==> src/rtl/bdpc_pkg.sv <==
// ----------------------------------------------------------------------------
// bdpc_pkg
// Shared types and constants for the button debounce and press classifier.
// ----------------------------------------------------------------------------
package bdpc_pkg;

  // Field widths fixed by the poll and result formats.
  localparam int unsigned TIME_W  = 32;
  localparam int unsigned RAW_W   = 4;
  localparam int unsigned CFG_W   = 16;
  localparam int unsigned CFG_IDX_W = 2;

  // Register reset values.
  localparam logic [CFG_W-1:0] DEBOUNCE_RST = 16'd30;
  localparam logic [CFG_W-1:0] LONG1_RST    = 16'd1000;
  localparam logic [CFG_W-1:0] LONG2_RST    = 16'd2000;

  // Configuration register indexes.
  typedef enum logic [CFG_IDX_W-1:0] {
    CFG_DEBOUNCE = 2'd0,
    CFG_LONG1    = 2'd1,
    CFG_LONG2    = 2'd2
  } cfg_idx_e;

  // Current register contents, shared by all button cells.
  typedef struct packed {
    logic [CFG_W-1:0] debounce_ms;
    logic [CFG_W-1:0] long1_ms;
    logic [CFG_W-1:0] long2_ms;
  } cfg_t;

  // Per-button outcome of one poll.
  typedef struct packed {
    logic short_ev;
    logic long1_ev;
    logic long2_ev;
    logic held;
  } btn_evt_t;

endpackage

==> src/rtl/bdpc_if.sv <==
// ----------------------------------------------------------------------------
// bdpc interfaces
// Valid/ready channels for polls, results and register writes.
// ----------------------------------------------------------------------------

// Poll channel: current time and raw button levels.
interface bdpc_poll_if;
  logic                         valid;
  logic                         ready;
  logic [bdpc_pkg::TIME_W-1:0]  now_ms;
  logic [bdpc_pkg::RAW_W-1:0]   raw_pressed;

  modport source (output valid, output now_ms, output raw_pressed, input ready);
  modport sink   (input valid, input now_ms, input raw_pressed, output ready);
endinterface

// Result channel: event masks and debounced levels.
interface bdpc_result_if;
  logic                       valid;
  logic                       ready;
  logic [bdpc_pkg::RAW_W-1:0] short_events;
  logic [bdpc_pkg::RAW_W-1:0] long1_events;
  logic [bdpc_pkg::RAW_W-1:0] long2_events;
  logic [bdpc_pkg::RAW_W-1:0] held_mask;

  modport source (output valid, output short_events, output long1_events,
                  output long2_events, output held_mask, input ready);
  modport sink   (input valid, input short_events, input long1_events,
                  input long2_events, input held_mask, output ready);
endinterface

// Register write channel.
interface bdpc_cfg_if;
  logic                           valid;
  logic                           ready;
  logic [bdpc_pkg::CFG_IDX_W-1:0] index;
  logic [bdpc_pkg::CFG_W-1:0]     data;

  modport source (output valid, output index, output data, input ready);
  modport sink   (input valid, input index, input data, output ready);
endinterface

==> src/rtl/bdpc_cfg.sv <==
// ----------------------------------------------------------------------------
// bdpc_cfg
// Configuration registers: debounce time and the two long-press thresholds.
// ----------------------------------------------------------------------------
module bdpc_cfg (
  input  logic                 clk_i,
  input  logic                 rst_ni,
  bdpc_cfg_if.sink             cfg_i,
  output bdpc_pkg::cfg_t       cfg_o
);

  bdpc_pkg::cfg_t cfg_q;

  // Writes are always taken.
  assign cfg_i.ready = 1'b1;
  assign cfg_o       = cfg_q;

  // Register file; an unused index is dropped.
  always_ff @(posedge clk_i or negedge rst_ni) begin
    if (!rst_ni) begin
      cfg_q.debounce_ms <= bdpc_pkg::DEBOUNCE_RST;
      cfg_q.long1_ms    <= bdpc_pkg::LONG1_RST;
      cfg_q.long2_ms    <= bdpc_pkg::LONG2_RST;
    end else if (cfg_i.valid) begin
      unique case (bdpc_pkg::cfg_idx_e'(cfg_i.index))
        bdpc_pkg::CFG_DEBOUNCE: cfg_q.debounce_ms <= cfg_i.data;
        bdpc_pkg::CFG_LONG1:    cfg_q.long1_ms    <= cfg_i.data;
        bdpc_pkg::CFG_LONG2:    cfg_q.long2_ms    <= cfg_i.data;
        default: ;
      endcase
    end
  end

endmodule

==> src/rtl/bdpc_btn.sv <==
// ----------------------------------------------------------------------------
// bdpc_btn
// One button: debounce state, press timing and one-shot long-press flags.
// ----------------------------------------------------------------------------
module bdpc_btn (
  input  logic                               clk_i,
  input  logic                               rst_ni,
  input  logic                               step_i,
  input  logic [bdpc_pkg::TIME_W-1:0]        now_i,
  input  logic                               raw_i,
  input  bdpc_pkg::cfg_t                     cfg_i,
  output bdpc_pkg::btn_evt_t                 evt_o
);

  localparam int unsigned PadW = bdpc_pkg::TIME_W - bdpc_pkg::CFG_W;

  logic                        raw_last_q, raw_last_d;
  logic                        stable_q, stable_d;
  logic                        l1_fired_q, l1_fired_d;
  logic                        l2_fired_q, l2_fired_d;
  logic [bdpc_pkg::TIME_W-1:0] bounce_start_q, bounce_start_d;
  logic [bdpc_pkg::TIME_W-1:0] press_start_q, press_start_d;

  logic                        raw_chg;
  logic                        accept;
  logic                        press_acc;
  logic                        release_acc;
  logic [bdpc_pkg::TIME_W-1:0] bounce_diff;
  logic [bdpc_pkg::TIME_W-1:0] press_diff;
  logic [bdpc_pkg::TIME_W-1:0] hold;
  logic [bdpc_pkg::TIME_W-1:0] debounce_w, long1_w, long2_w;
  logic                        l1_armed, l2_armed;
  logic                        long1_ev, long2_ev;

  assign debounce_w = {{PadW{1'b0}}, cfg_i.debounce_ms};
  assign long1_w    = {{PadW{1'b0}}, cfg_i.long1_ms};
  assign long2_w    = {{PadW{1'b0}}, cfg_i.long2_ms};

  // Debounce: a raw change restarts the timer, so its elapsed time is zero.
  assign raw_chg     = raw_i != raw_last_q;
  assign bounce_diff = now_i - bounce_start_q;
  assign accept      = !raw_chg && (bounce_diff > debounce_w) && (raw_i != stable_q);
  assign press_acc   = accept && raw_i;
  assign release_acc = accept && !raw_i;

  // Hold time; a press taken on this poll starts at zero.
  assign press_diff = now_i - press_start_q;
  assign hold       = press_acc ? '0 : press_diff;
  assign l1_armed   = press_acc || !l1_fired_q;
  assign l2_armed   = press_acc || !l2_fired_q;

  assign stable_d = accept ? raw_i : stable_q;
  assign long1_ev = stable_d && l1_armed && (hold >= long1_w);
  assign long2_ev = stable_d && l2_armed && (hold >= long2_w);

  assign raw_last_d     = raw_i;
  assign bounce_start_d = raw_chg ? now_i : bounce_start_q;
  assign press_start_d  = press_acc ? now_i : press_start_q;
  assign l1_fired_d     = !l1_armed || long1_ev;
  assign l2_fired_d     = !l2_armed || long2_ev;

  // Outcome of the poll currently presented.
  assign evt_o.short_ev = release_acc && (press_diff < long1_w);
  assign evt_o.long1_ev = long1_ev;
  assign evt_o.long2_ev = long2_ev;
  assign evt_o.held     = stable_d;

  // Button state advances once per processed poll.
  always_ff @(posedge clk_i or negedge rst_ni) begin
    if (!rst_ni) begin
      raw_last_q     <= 1'b0;
      stable_q       <= 1'b0;
      l1_fired_q     <= 1'b0;
      l2_fired_q     <= 1'b0;
      bounce_start_q <= '0;
      press_start_q  <= '0;
    end else if (step_i) begin
      raw_last_q     <= raw_last_d;
      stable_q       <= stable_d;
      l1_fired_q     <= l1_fired_d;
      l2_fired_q     <= l2_fired_d;
      bounce_start_q <= bounce_start_d;
      press_start_q  <= press_start_d;
    end
  end

endmodule

==> src/rtl/button_debounce_press_classifier_top.sv <==
// ----------------------------------------------------------------------------
// button_debounce_press_classifier_top
// Debounces a group of buttons and classifies short and long presses.
// ----------------------------------------------------------------------------
// Usage:
// Each beat on poll_i carries the current millisecond time and the raw
// pressed level of four buttons. For every poll exactly one beat leaves on
// result_o with the short, long1 and long2 event masks and the debounced
// held mask. Registers are written on cfg_i (index 0 debounce, 1 long1,
// 2 long2, 16-bit data); cfg_i is always ready, and a write is meant to
// happen only while no poll is in flight.
// A poll is captured in the input register at acceptance; its result then
// moves into the result register and leaves from there on result_o.
// Throughput is one poll per cycle while result_o is not stalled: the input
// and result registers stream, and every button cell updates per poll.
// When the receiver stalls, the result register holds its beat, the input
// register fills, and poll_i.ready drops until the result is taken.
// Reset clears all button state, both valid flags and loads the register
// defaults (30, 1000, 2000 ms).
// ----------------------------------------------------------------------------
module button_debounce_press_classifier_top #(
  parameter int unsigned NUM_BUTTONS = 4
) (
  input  logic           clk_i,
  input  logic           rst_ni,
  bdpc_poll_if.sink      poll_i,
  bdpc_result_if.source  result_o,
  bdpc_cfg_if.sink       cfg_i
);

  localparam int unsigned RawW = bdpc_pkg::RAW_W;

  logic                        poll_valid_q;
  logic [bdpc_pkg::TIME_W-1:0] now_q;
  logic [RawW-1:0]             raw_q;
  logic                        res_valid_q;
  logic [RawW-1:0]             short_q, long1_q, long2_q, held_q;
  logic [RawW-1:0]             short_d, long1_d, long2_d, held_d;
  logic                        advance;

  bdpc_pkg::cfg_t              cfg;
  bdpc_pkg::btn_evt_t          evt [NUM_BUTTONS];

  // Register file.
  bdpc_cfg u_cfg (
    .clk_i  (clk_i),
    .rst_ni (rst_ni),
    .cfg_i  (cfg_i),
    .cfg_o  (cfg)
  );

  // A poll moves into the result register when that register is free or draining.
  assign advance      = poll_valid_q && (!res_valid_q || result_o.ready);
  assign poll_i.ready = !poll_valid_q || advance;

  // Input register.
  always_ff @(posedge clk_i or negedge rst_ni) begin
    if (!rst_ni) begin
      poll_valid_q <= 1'b0;
    end else if (poll_i.ready) begin
      poll_valid_q <= poll_i.valid;
    end
  end

  always_ff @(posedge clk_i) begin
    if (poll_i.valid && poll_i.ready) begin
      now_q <= poll_i.now_ms;
      raw_q <= poll_i.raw_pressed;
    end
  end

  // Button cells; buttons past the raw field always read released.
  for (genvar b = 0; b < NUM_BUTTONS; b++) begin : g_btn
    logic raw_b;
    if (b < RawW) begin : g_raw
      assign raw_b = raw_q[b];
    end else begin : g_zero
      assign raw_b = 1'b0;
    end

    bdpc_btn u_btn (
      .clk_i  (clk_i),
      .rst_ni (rst_ni),
      .step_i (advance),
      .now_i  (now_q),
      .raw_i  (raw_b),
      .cfg_i  (cfg),
      .evt_o  (evt[b])
    );
  end

  // Gather the visible buttons into the result masks.
  for (genvar j = 0; j < RawW; j++) begin : g_mask
    if (j < NUM_BUTTONS) begin : g_live
      assign short_d[j] = evt[j].short_ev;
      assign long1_d[j] = evt[j].long1_ev;
      assign long2_d[j] = evt[j].long2_ev;
      assign held_d[j]  = evt[j].held;
    end else begin : g_none
      assign short_d[j] = 1'b0;
      assign long1_d[j] = 1'b0;
      assign long2_d[j] = 1'b0;
      assign held_d[j]  = 1'b0;
    end
  end

  // Result register.
  always_ff @(posedge clk_i or negedge rst_ni) begin
    if (!rst_ni) begin
      res_valid_q <= 1'b0;
    end else if (advance) begin
      res_valid_q <= 1'b1;
    end else if (result_o.ready) begin
      res_valid_q <= 1'b0;
    end
  end

  always_ff @(posedge clk_i) begin
    if (advance) begin
      short_q <= short_d;
      long1_q <= long1_d;
      long2_q <= long2_d;
      held_q  <= held_d;
    end
  end

  assign result_o.valid        = res_valid_q;
  assign result_o.short_events = short_q;
  assign result_o.long1_events = long1_q;
  assign result_o.long2_events = long2_q;
  assign result_o.held_mask    = held_q;

`ifndef SYNTHESIS
  // A short event comes from a release, so it never pairs with a long event.
  a_short_excl_long: assert property (@(posedge clk_i) disable iff (!rst_ni)
    res_valid_q |-> ((short_q & (long1_q | long2_q)) == '0))
    else $error("short and long event on the same button");

  // A released button cannot still be held.
  a_short_not_held: assert property (@(posedge clk_i) disable iff (!rst_ni)
    res_valid_q |-> ((short_q & held_q) == '0))
    else $error("short event on a held button");

  // A processed poll always lands in the result register.
  a_advance_fills: assert property (@(posedge clk_i) disable iff (!rst_ni)
    advance |=> res_valid_q)
    else $error("processed poll lost");

  // A waiting poll keeps its time stamp until it is processed.
  a_poll_holds: assert property (@(posedge clk_i) disable iff (!rst_ni)
    (poll_valid_q && !advance) |=> (poll_valid_q && $stable(now_q)))
    else $error("waiting poll changed");
`endif

endmodule
==> src/flat_wrapper.sv <==
// flat-port wrapper written by rule: the top's interface ports become plain ports
module button_debounce_press_classifier_top_flat 
#(
  parameter int unsigned NUM_BUTTONS = 4
)
  (clk_i, rst_ni, poll_i_valid, poll_i_now_ms, poll_i_raw_pressed, poll_i_ready, result_o_valid, result_o_short_events, result_o_long1_events, result_o_long2_events, result_o_held_mask, result_o_ready, cfg_i_valid, cfg_i_index, cfg_i_data, cfg_i_ready);
  bdpc_poll_if poll_i_i ();
  bdpc_result_if result_o_i ();
  bdpc_cfg_if cfg_i_i ();
  input  logic clk_i;
  input  logic rst_ni;
  input wire logic [$bits(poll_i_i.valid)-1:0] poll_i_valid;
  input wire logic [$bits(poll_i_i.now_ms)-1:0] poll_i_now_ms;
  input wire logic [$bits(poll_i_i.raw_pressed)-1:0] poll_i_raw_pressed;
  output wire logic [$bits(poll_i_i.ready)-1:0] poll_i_ready;
  output wire logic [$bits(result_o_i.valid)-1:0] result_o_valid;
  output wire logic [$bits(result_o_i.short_events)-1:0] result_o_short_events;
  output wire logic [$bits(result_o_i.long1_events)-1:0] result_o_long1_events;
  output wire logic [$bits(result_o_i.long2_events)-1:0] result_o_long2_events;
  output wire logic [$bits(result_o_i.held_mask)-1:0] result_o_held_mask;
  input wire logic [$bits(result_o_i.ready)-1:0] result_o_ready;
  input wire logic [$bits(cfg_i_i.valid)-1:0] cfg_i_valid;
  input wire logic [$bits(cfg_i_i.index)-1:0] cfg_i_index;
  input wire logic [$bits(cfg_i_i.data)-1:0] cfg_i_data;
  output wire logic [$bits(cfg_i_i.ready)-1:0] cfg_i_ready;
  assign poll_i_i.valid = poll_i_valid;
  assign poll_i_i.now_ms = poll_i_now_ms;
  assign poll_i_i.raw_pressed = poll_i_raw_pressed;
  assign poll_i_ready = poll_i_i.ready;
  assign result_o_valid = result_o_i.valid;
  assign result_o_short_events = result_o_i.short_events;
  assign result_o_long1_events = result_o_i.long1_events;
  assign result_o_long2_events = result_o_i.long2_events;
  assign result_o_held_mask = result_o_i.held_mask;
  assign result_o_i.ready = result_o_ready;
  assign cfg_i_i.valid = cfg_i_valid;
  assign cfg_i_i.index = cfg_i_index;
  assign cfg_i_i.data = cfg_i_data;
  assign cfg_i_ready = cfg_i_i.ready;
  button_debounce_press_classifier_top #(.NUM_BUTTONS(NUM_BUTTONS)) u_core (.clk_i(clk_i), .rst_ni(rst_ni), .poll_i(poll_i_i), .result_o(result_o_i), .cfg_i(cfg_i_i));
endmodule
==> config.mk <==
export PLATFORM = sky130hd
export DESIGN_NAME = button_debounce_press_classifier_top_flat
export DESIGN_NICKNAME = d
export VERILOG_FILES = /design/src/rtl/bdpc_pkg.sv /design/src/rtl/bdpc_if.sv /design/src/rtl/bdpc_cfg.sv /design/src/rtl/bdpc_btn.sv /design/src/rtl/button_debounce_press_classifier_top.sv /design/src/flat_wrapper.sv
export SDC_FILE = /design/constraint.sdc
export NUM_CORES = 1
export LEC_CHECK = 0
export CAP_MARGIN = 0
export CELL_PAD_IN_SITES_DETAIL_PLACEMENT = 0
export CELL_PAD_IN_SITES_GLOBAL_PLACEMENT = 1
export CORE_MARGIN = 2
export CORE_UTILIZATION = 45
export CTS_CLUSTER_SIZE = 40
export DETAILED_ROUTE_END_ITERATION = 10
export DONT_BUFFER_PORTS = 1
export GPL_ROUTABILITY_DRIVEN = 0
export GPL_TIMING_DRIVEN = 1
export PLACE_DENSITY = 0.7
export SLEW_MARGIN = 0
export SYNTH_ARGS = -nofsm -noshare
export SYNTH_HDL_FRONTEND = slang
export SYNTH_SLANG_ARGS = --single-unit
==> constraint.sdc <==
create_clock -name clk_i -period 8.3 [get_ports clk_i]
set_clock_uncertainty 0.15 [all_clocks]
set_input_delay 0.83 -clock clk_i [delete_from_list [all_inputs] [get_ports clk_i]]
set_output_delay 0.83 -clock clk_i [all_outputs]
set_load 0.1 [all_outputs]
**Word level (Yosys, flattened, before mapping)**

Cells that the tools add are included.

- Bits in registers: 374
- Input port bits: 59
- Output and inout port bits: 19

- Add/sub/neg operators: 8
- $lt $le $gt $ge: 16
- Equal/unequal tests: 10
- Muxes and demuxes: 10
- Reduce and logical (&&, ||, !) cells: 95

Operators by type and width:

| operator | count |
|---|---|
| 32-bit by 16-bit >= comparator with 1-bit output | 8 |
| 32-bit subtractor | 8 |
| 32-bit by 16-bit > comparator with 1-bit output | 4 |
| 32-bit by 16-bit less-than comparator with 1-bit output | 4 |
| 32-bit two-way mux | 4 |
| 1-bit logical AND | 38 |
| 1-bit logical NOT | 26 |
| 2-bit AND reduction | 11 |
| 1-bit logical OR | 18 |
| 1-bit inequality test | 8 |
| 1-bit two-way mux | 6 |
| 2-bit by 1-bit == test with 1-bit output, second input constant | 1 |
| 2-bit == test, second input constant | 1 |
| 2-bit logical NOT | 1 |
| 2-bit nonzero test | 1 |

**Logic depth before layout (Yosys ltp)**

Gate-level depths: netlist of the first run.

- Depth after elaboration: 9
- Depth in mapped cells: 36
- Mapped depth without buffers: 35

**Hierarchy**

Synthesis of the first run repeated with hierarchy kept, for this count alone.

- Cell total of the unflattened synthesis: 4335
- Area, all modules: 37895.1 um^2

Modules (own cells, without submodules):

| module | times used | cells an instance | area an instance (um^2) | seq. area each (um^2) |
|---|---|---|---|---|
| bdpc_btn (u_core.g_btn[0].u_btn ...) | 3 | 1027 | 8431.8 | 1701.6 |
| bdpc_btn (u_core.g_btn[1].u_btn) | 1 | 1090 | 9087.5 | 1701.6 |
| bdpc_cfg | 1 | 104 | 1846.8 | 1221.2 |
| button_debounce_press_classifier_top | 1 | 60 | 1665.3 | 1611.5 |

**Worst setup path before layout of the first run**

No wires, ideal clock.

- Path type: flip-flop to flip-flop
- Start: register u_core.now_q[1] (netlist bit)
- End: register u_core.long1_q[1], in the netlist u_core.result_o.long1_events[1] (data pin)
- Library setup time: 0.260 ns
- Arrival time: 6.503 ns
- Path slack: 1.387 ns
- Cell stages (with the launch flop): 27
- Path buffers: 1
- Period minus slack after synthesis: 6.913 ns
- Path through: edfxtp_1 inv_1 fa_1 nand2b_1 a2111oi_1 o21ai_0 nand2_1 xor2_1 ha_1 nand4_1 nor2_1 a221o_1 o31ai_1 o2111ai_1 a2111oi_0 nand3_1 nor3_1 a211oi_1 clkbuf_1 or2_2 ha_1 nand2b_1 a21o_1 o2111a_1 o311ai_0 nand4b_1 nor3b_1

RTL lines:

| element | RTL line | source |
|---|---|---|
| from (decl) | button_debounce_press_classifier_top.sv:34 | `logic [bdpc_pkg::TIME_W-1:0] now_q;` |
| from (signal assigned) | button_debounce_press_classifier_top.sv:67 | `now_q <= poll_i.now_ms;` |
| to (signal assigned) | button_debounce_press_classifier_top.sv:121 | `long1_q <= long1_d;` |
| to (decl) | button_debounce_press_classifier_top.sv:37 | `logic [RawW-1:0] short_q, long1_q, long2_q, held_q;` |

==> flow_metrics.env, run 1 <==
export IMPL_violations="hold timing"
export IMPL_cp_start_kind="flop"
export IMPL_syn_area_um2=35040
export IMPL_tightest_slew_ns=1.350
export IMPL_die_x_um=283.0
export IMPL_utilization_pct=49.85
export IMPL_total_power_mw=16.32
export IMPL_drt_total_wl_um=118200
export IMPL_max_slew_margin_rel_pct=8.750
export IMPL_grt_pass1_vias=28610
export IMPL_min_path_type="primary input to async pin"
export IMPL_critical_path_class="flop to flop"
export IMPL_vias=30710
export IMPL_core_region_area_um2=77210
export IMPL_antenna_found_initial=13
export IMPL_clk_pin_slew_ns=0.07
export IMPL_combPwrFrac_pct=67.6
export IMPL_synth_seq_cells=374
export IMPL_ys_seq_area_share_pct=27.51
export IMPL_critPathMaxFanout=19
export IMPL_grt_ovfl_total=0
export IMPL_rsz0062_at_grt="false"
export IMPL_dr_pass1_iters=5
export IMPL_synth_avg_cell_area_um2=8.583
export IMPL_port_buffers=0
export IMPL_internal_power_mw=8.452
export IMPL_startpoint="u_core.now_q[0]"
export IMPL_p_seq_share_pct=17.9
export IMPL_die_area_um2=80110
export IMPL_fillers=7481
export IMPL_cts_sinks=374
export IMPL_power_switching_mw=7.867
export IMPL_cts_buffers=50
export IMPL_ir_drop_mv=0.1878
export IMPL_cts_tree="yes"
export IMPL_multiInputGateArea_um2=23650
export IMPL_max_clock_freq_ghz=0.1264
export IMPL_via_per_inst=5.898
export IMPL_worstPathArrival_ns=8.11
export IMPL_cts_path_max_buffers=3
export IMPL_worstSkewPairLatency_ns=0.62
export IMPL_r2r_start="u_core.now_q[0]"
export IMPL_yosysWarnings=0
export IMPL_grt_max_degree=307
export IMPL_synth_nets=4641
export IMPL_p_sw_share_pct=48.21
export IMPL_min_period_ns=7.911
export IMPL_grt_usage_pct=28.91
export IMPL_synth_cells=4082
export IMPL_die_height_um=283.0
export IMPL_io_pins=78
export IMPL_wl_per_cell_um=22.70
export IMPL_ant_nets=0
export IMPL_drt_iter0_drc=2483
export IMPL_leakagePower_nw=17.42
export IMPL_finalHoldWorstSlack_ns=-0.04674
export IMPL_synthArstFlopShare_pct=86.10
export IMPL_fin_crit_sh_pct=95.31
export IMPL_p_clk_share_pct=14.4
export IMPL_dpl_hpwl_um=91360
export IMPL_root_buffer="clkbuf_16"
export IMPL_stdcell_area_um2=38490
export IMPL_powerDensity_nw_per_um2=424.0
export IMPL_crit_required_ns=8.50
export IMPL_start_util_pct=45.38
export IMPL_setup_viol=0
export IMPL_slowest_delay_ns=0.67
export IMPL_yosysUniqueCellTypes=93
export IMPL_maxSlewViolCount=0
export IMPL_drive_above_1_share_pct=10.40
export IMPL_htreeDepth=2
export IMPL_outcome="complete, but fails checks"
export IMPL_regArea_um2=9639
export IMPL_rows=102
export IMPL_synth_edff_count=52
export IMPL_fin_setup_tns_ns=0
export IMPL_grt_pass1_wl_um=180100
export IMPL_hold_viol_final=13
export IMPL_final_nets=4679
export IMPL_ys_flop_type="dfrtp_1"
export IMPL_dpl_cell_area_um2=36610
export IMPL_maxCapViolCount=0
export IMPL_area_growth_pct=9.860
export IMPL_cpMaxStageDelayCell="a2111oi_1"
export IMPL_remaining_drc_errors=0
export IMPL_crit_path_end_kind="flop"
[per-stage QoR]
step / cells / setup WS [ns]
global route: 5205 / 0.03563
finish: 5207 / 0.3891
floorplan: 4082 / 1.387
detailed placement: 5104 / 0.4053
CTS: 5200 / 0.3559
global placement: 5104 / 0.4842
[layer usage]
metal / GRT usage [%] / wire length (µm)
met1: 44.44 / 59470
met2: 42.75 / 49120
met3: 3.969 / 7133
met4: 5.891 / 2412
met5: 0 / 57
[cells in the mapped netlist, types with 21 or more instances]
cell type | n | area, µm²
a211oi_1 | 45 | 337.8
a21boi_0 | 23 | 172.7
a21o_1 | 107 | 803.3
a21oi_1 | 339 | 1697
and2_1 | 26 | 162.7
and3_1 | 35 | 219.0
clkbuf_1 | 87 | 326.6
dfrtp_1 | 306 | 7657
edfxtp_1 | 52 | 1562
ha_1 | 492 | 6156
inv_1 | 370 | 1389
mux2_2 | 193 | 2173
nand2_1 | 369 | 1385
nand2b_1 | 62 | 387.9
nand3_1 | 82 | 410.4
nand4_1 | 80 | 500.5
nor2_1 | 199 | 747.0
nor2b_1 | 112 | 700.7
nor3_1 | 58 | 290.3
nor4_1 | 30 | 187.7
o211ai_1 | 42 | 315.3
o21a_1 | 74 | 555.5
o21ai_0 | 291 | 1456
o21bai_1 | 21 | 157.7
xnor2_1 | 113 | 989.7
xor2_1 | 65 | 569.3
[power by group through the flow]
stage / combinational [mW] / clock, mW / sequential [mW]
finish: 11.0 / 2.36 / 2.93
global route: 12.3 / 2.47 / 3.00
CTS: 10.8 / 2.41 / 2.92
detailed placement: 10.7 / 0 / 2.95
global placement: 10.7 / 0 / 2.93
floorplan: 7.96 / 0 / 2.86
[flip-flops by register name, indices dropped and copies added (netlist names), 32 cells and up]
register / count
u_core.g_btn.u_btn.press_start_q: 128
u_core.g_btn.u_btn.bounce_start_q: 128
u_core.now_q: 32
u_core.u_cfg.cfg_o: 48
[cell type report]
class                   count  share of cell area (%)
multi-input cells        3233                   61.43
flip-flops and latches    374                   25.04
inverters                 370                   3.608
clock buffers              60                   3.481
well taps                1040                   3.381
repair buffers             91                   1.944
clock inverters            34                   1.082
diodes                      5                 0.03251
[logic make-up (layout without fill, tap and decap cells)]
kind of cell	after synthesis	count (layout)	share of synthesized area [%]
AOI/OAI and AO/OA	1186	1186	21.53
and+or+nand+nor	1159	1159	16.65
adders and majority gates	502	502	18.08
buffers and inverters	475	555	5.160
DFF	374	374	27.51
muxes	207	207	6.603
xor gates and xnor gates	178	178	4.450
other	1	6	0.01070
[placed cells by master (no fill, tap or decap), drive strengths merged, types with 58 or more instances in the layout]
cell type and count:
xnor2 113, o21ai 309, buf 91, o21a 74
nor2b 112, ha 492, mux2 193, a21o 107
nand4 80, inv 376, nand2b 62, a21oi 339
dfrtp 306, nor2 199, xor2 65, clkbuf 60
nand3 82, nand2 369, nor3 58
[final timing paths]
kind,endpoint,slack [ns],cells past startpoint
worst max register to register,u_core.result_o.long2_events[1],0.39,30
worst min register to register,u_core.result_o.valid,0.34,1
min in group clk_i,u_core.raw_q[3],0.15,0
max in group asynchronous,u_core.g_btn[3].u_btn.l2_fired_q,6.57,2
worst min-delay path,u_core.g_btn[1].u_btn.bounce_start_q[22],-0.05,1
worst max-delay path,u_core.result_o.long2_events[1],0.39,30
[critical path, delay by kind of cell, from the launching register on]
family	cells	cell delay, ns
xor gates and xnor gates	1	0.25
adders and majority gates	3	0.81
AOI/OAI and AO/OA	13	3.26
DFF	1	0.46
and+or+nand+nor	9	1.87
buffers and inverters	4	0.84
[repair_timing]
action / CTS / global route
endpoints found under the hold margin: 306 / 0
setup endpoints to repair: 0 / 8
hold buffers: 2 / 0
buffers inserted: 0 / 1
gates resized for setup: 0 / 5
Note: power is estimated with default switching activity, not from simulation.
==> inputs of run 2 (changes only) <==
- SYNTH_HIERARCHICAL: unset -> 1
==> flow_metrics.env, run 2 <==
export IMPL_cpMaxStageDelayCell="edfxtp_1"
export IMPL_antenna_found_initial=20
export IMPL_setup_viol=0
export IMPL_max_slew_margin_rel_pct=28.81
export IMPL_synthArstFlopShare_pct=86.10
export IMPL_rows=106
export IMPL_drt_iter0_drc=2353
export IMPL_finalHoldWorstSlack_ns=0.1399
export IMPL_port_buffers=0
export IMPL_worstPathArrival_ns=7.63
export IMPL_min_period_ns=7.326
export IMPL_post_synth_top_count_cell="inv_1"
export IMPL_grt_pass1_wl_um=188200
export IMPL_max_clock_freq_ghz=0.1365
export IMPL_synth_top_area_cell="dfrtp_1"
export IMPL_grt_max_degree=309
export IMPL_p_sw_share_pct=47.76
export IMPL_wl_per_cell_um=22.84
export IMPL_combPwrFrac_pct=67.8
export IMPL_p_clk_share_pct=13.9
export IMPL_cts_path_max_buffers=3
export IMPL_synth_top_area_share_pct=20.21
export IMPL_layout_commonest_cell="inv_1"
export IMPL_vias=32220
export IMPL_ant_nets=0
export IMPL_root_buffer="clkbuf_16"
export IMPL_remaining_drc_errors=0
export IMPL_synth_seq_cells=374
export IMPL_slowest_delay_ns=0.75
export IMPL_crit_path_end_kind="flop"
export IMPL_powerDensity_nw_per_um2=419.3
export IMPL_internal_power_mw=8.911
export IMPL_ir_drop_mv=0.2199
export IMPL_final_cell_mix="511 x inv_1, 492 x ha_1, 357 x a21oi_1"
export IMPL_post_cts_setup_buffer_count=0
export IMPL_synth_edff_count=52
export IMPL_synth_commonest_cells="511 x inv_1, 492 x ha_1, 357 x a21oi_1"
export IMPL_ys_seq_area_share_pct=25.44
export IMPL_rsz0062_at_grt="false"
export IMPL_maxSlewViolCount=0
export IMPL_final_nets=4866
export IMPL_clk_pin_slew_ns=0.07
export IMPL_utilization_pct=48.69
export IMPL_critPathMaxFanout=17
export IMPL_drive_above_1_share_pct=12.26
export IMPL_drt_total_wl_um=124200
export IMPL_start_util_pct=45.35
export IMPL_grt_usage_pct=28.41
export IMPL_outcome="finished clean"
export IMPL_core_region_area_um2=83560
export IMPL_die_area_um2=86550
export IMPL_cts_sinks=374
export IMPL_grt_ovfl_total=0
export IMPL_p_seq_share_pct=18.3
export IMPL_grt_pass1_vias=30810
export IMPL_min_path_type="primary input to flop"
export IMPL_dr_pass1_iters=7
export IMPL_io_pins=78
export IMPL_synth_avg_cell_area_um2=8.742
export IMPL_die_height_um=294.2
export IMPL_area_growth_pct=7.346
export IMPL_leakagePower_nw=18.95
export IMPL_critical_path_class="flop to flop"
export IMPL_syn_area_um2=37900
export IMPL_yosysUniqueCellTypes=109
export IMPL_synth_cells=4335
export IMPL_hold_viol_final=0
export IMPL_cts_buffers=50
export IMPL_tightest_slew_ns=1.064
export IMPL_ys_flop_type="dfrtp_1"
export IMPL_fin_crit_sh_pct=88.26
export IMPL_maxCapViolCount=0
export IMPL_via_per_inst=5.923
export IMPL_synth_nets=4894
export IMPL_dpl_hpwl_um=95710
export IMPL_cts_tree="yes"
export IMPL_worstSkewPairLatency_ns=0.63
export IMPL_fin_setup_tns_ns=0
export IMPL_yosysWarnings=6
export IMPL_htreeDepth=2
export IMPL_die_x_um=294.2
export IMPL_crit_required_ns=8.60
export IMPL_cp_start_kind="flop"
export IMPL_power_switching_mw=8.147
export IMPL_synthTopCellsByArea="dfrtp_1 20%, ha_1 16%, mux2_2 5.7%, inv_1 5.1%, a21oi_1 4.7%"
-- run 2: changes by cell type after synthesis, moves of 29 or more --
cell / change
inv_1: +141
mux2_4: +109
o21ai_0: -62
nand2_1: -54
a31oi_1: +39
nand3_1: -35
nand4_1: +29
-- run 2: worst paths after layout --
check / from / to / slack (ns) / cells past startpoint
worst max-delay path: u_core/now_q[2] / u_core/g_btn[1].u_btn/l1_fired_q / 0.97 / 28
worst min-delay path: poll_i_now_ms[9] / u_core/now_q[9] / 0.14 / 0
worst max register to register: u_core/now_q[2] / u_core/g_btn[1].u_btn/l1_fired_q / 0.97 / 28
worst min register to register: u_core/g_btn[0].u_btn/bounce_start_q[0] / u_core/g_btn[0].u_btn/bounce_start_q[0] / 0.35 / 2
max in group asynchronous: rst_ni / u_core/g_btn[2].u_btn/bounce_start_q[23] / 5.85 / 4
min in group asynchronous: rst_ni / u_core/g_btn[3].u_btn/press_start_q[11] / 0.52 / 2
-- run 2: power by group through the flow --
stage / combinational [mW] / clock (mW) / sequential (mW)
after floorplan: 8.87 / 0 / 2.95
after global placement: 11.3 / 0 / 3.14
after detailed placement: 11.3 / 0 / 3.15
after CTS: 11.4 / 2.43 / 3.13
after global routing: 13.0 / 2.49 / 3.21
final: 11.6 / 2.37 / 3.13
-- run 2: timing repair --
action	CTS	global route
endpoints found under the hold margin	308	6
hold buffers	2	1
resized for setup	0	0
-- run 2: cells by family (layout without fill, tap and decap cells) --
kind of cell             Yosys count  in the layout  synth area share [%]
AO/OA/AOI/OAI                   1182           1182                 20.20
XOR/XNOR                         166            166                 3.837
adder cells (fa/ha/maj)          500            500                 16.67
buffers and inverters            648            661                 7.336
flip-flops                       374            374                 25.44
multiplexers                     325            325                 10.65
other                              1             12              0.009896
AND/OR/NAND/NOR                 1139           1139                 15.86
-- run 2: per-stage QoR --
stage	cells	setup WS (ns)	power, mW	area (µm²)
finish	5439	0.9740	17.06	40680
global route	5434	0.4852	18.67	40670
CTS	5425	1.110	17.00	40590
detailed placement	5330	1.175	14.46	38780
global placement	5330	1.245	14.49	38780
floorplan	4335	1.793	11.82	37900
-- run 2: layout make-up --
class / count / area, µm²
antenna: 11 / 27.53
clock buffer: 59 / 1336
clock inverter: 34 / 436.7
fill: 8221 / 42880
inverter: 511 / 1918
multi-input combinational: 3313 / 25480
sequential: 374 / 9639
tap: 1080 / 1351
timing repair buffer: 57 / 493.0
-- run 2: critical path: cells and delay by family (launching register included) --
family	cells	cell delay, ns
AOI/OAI and AO/OA	11	2.53
xor gates and xnor gates	1	0.13
adders and majority gates	3	1.08
DFF	1	0.75
and+or+nand+nor	13	2.48
-- run 2: routing by layer --
layer | up-vias | track usage (%) | routed length, µm
met1 | 15500 | 39.96 | 57950
li1 | 15670 | - | -
met3 | 163 | 4.328 | 7704
met5 | - | 0 | 40
met4 | 6 | 9.470 | 4197
met2 | 878 | 44.37 | 54330
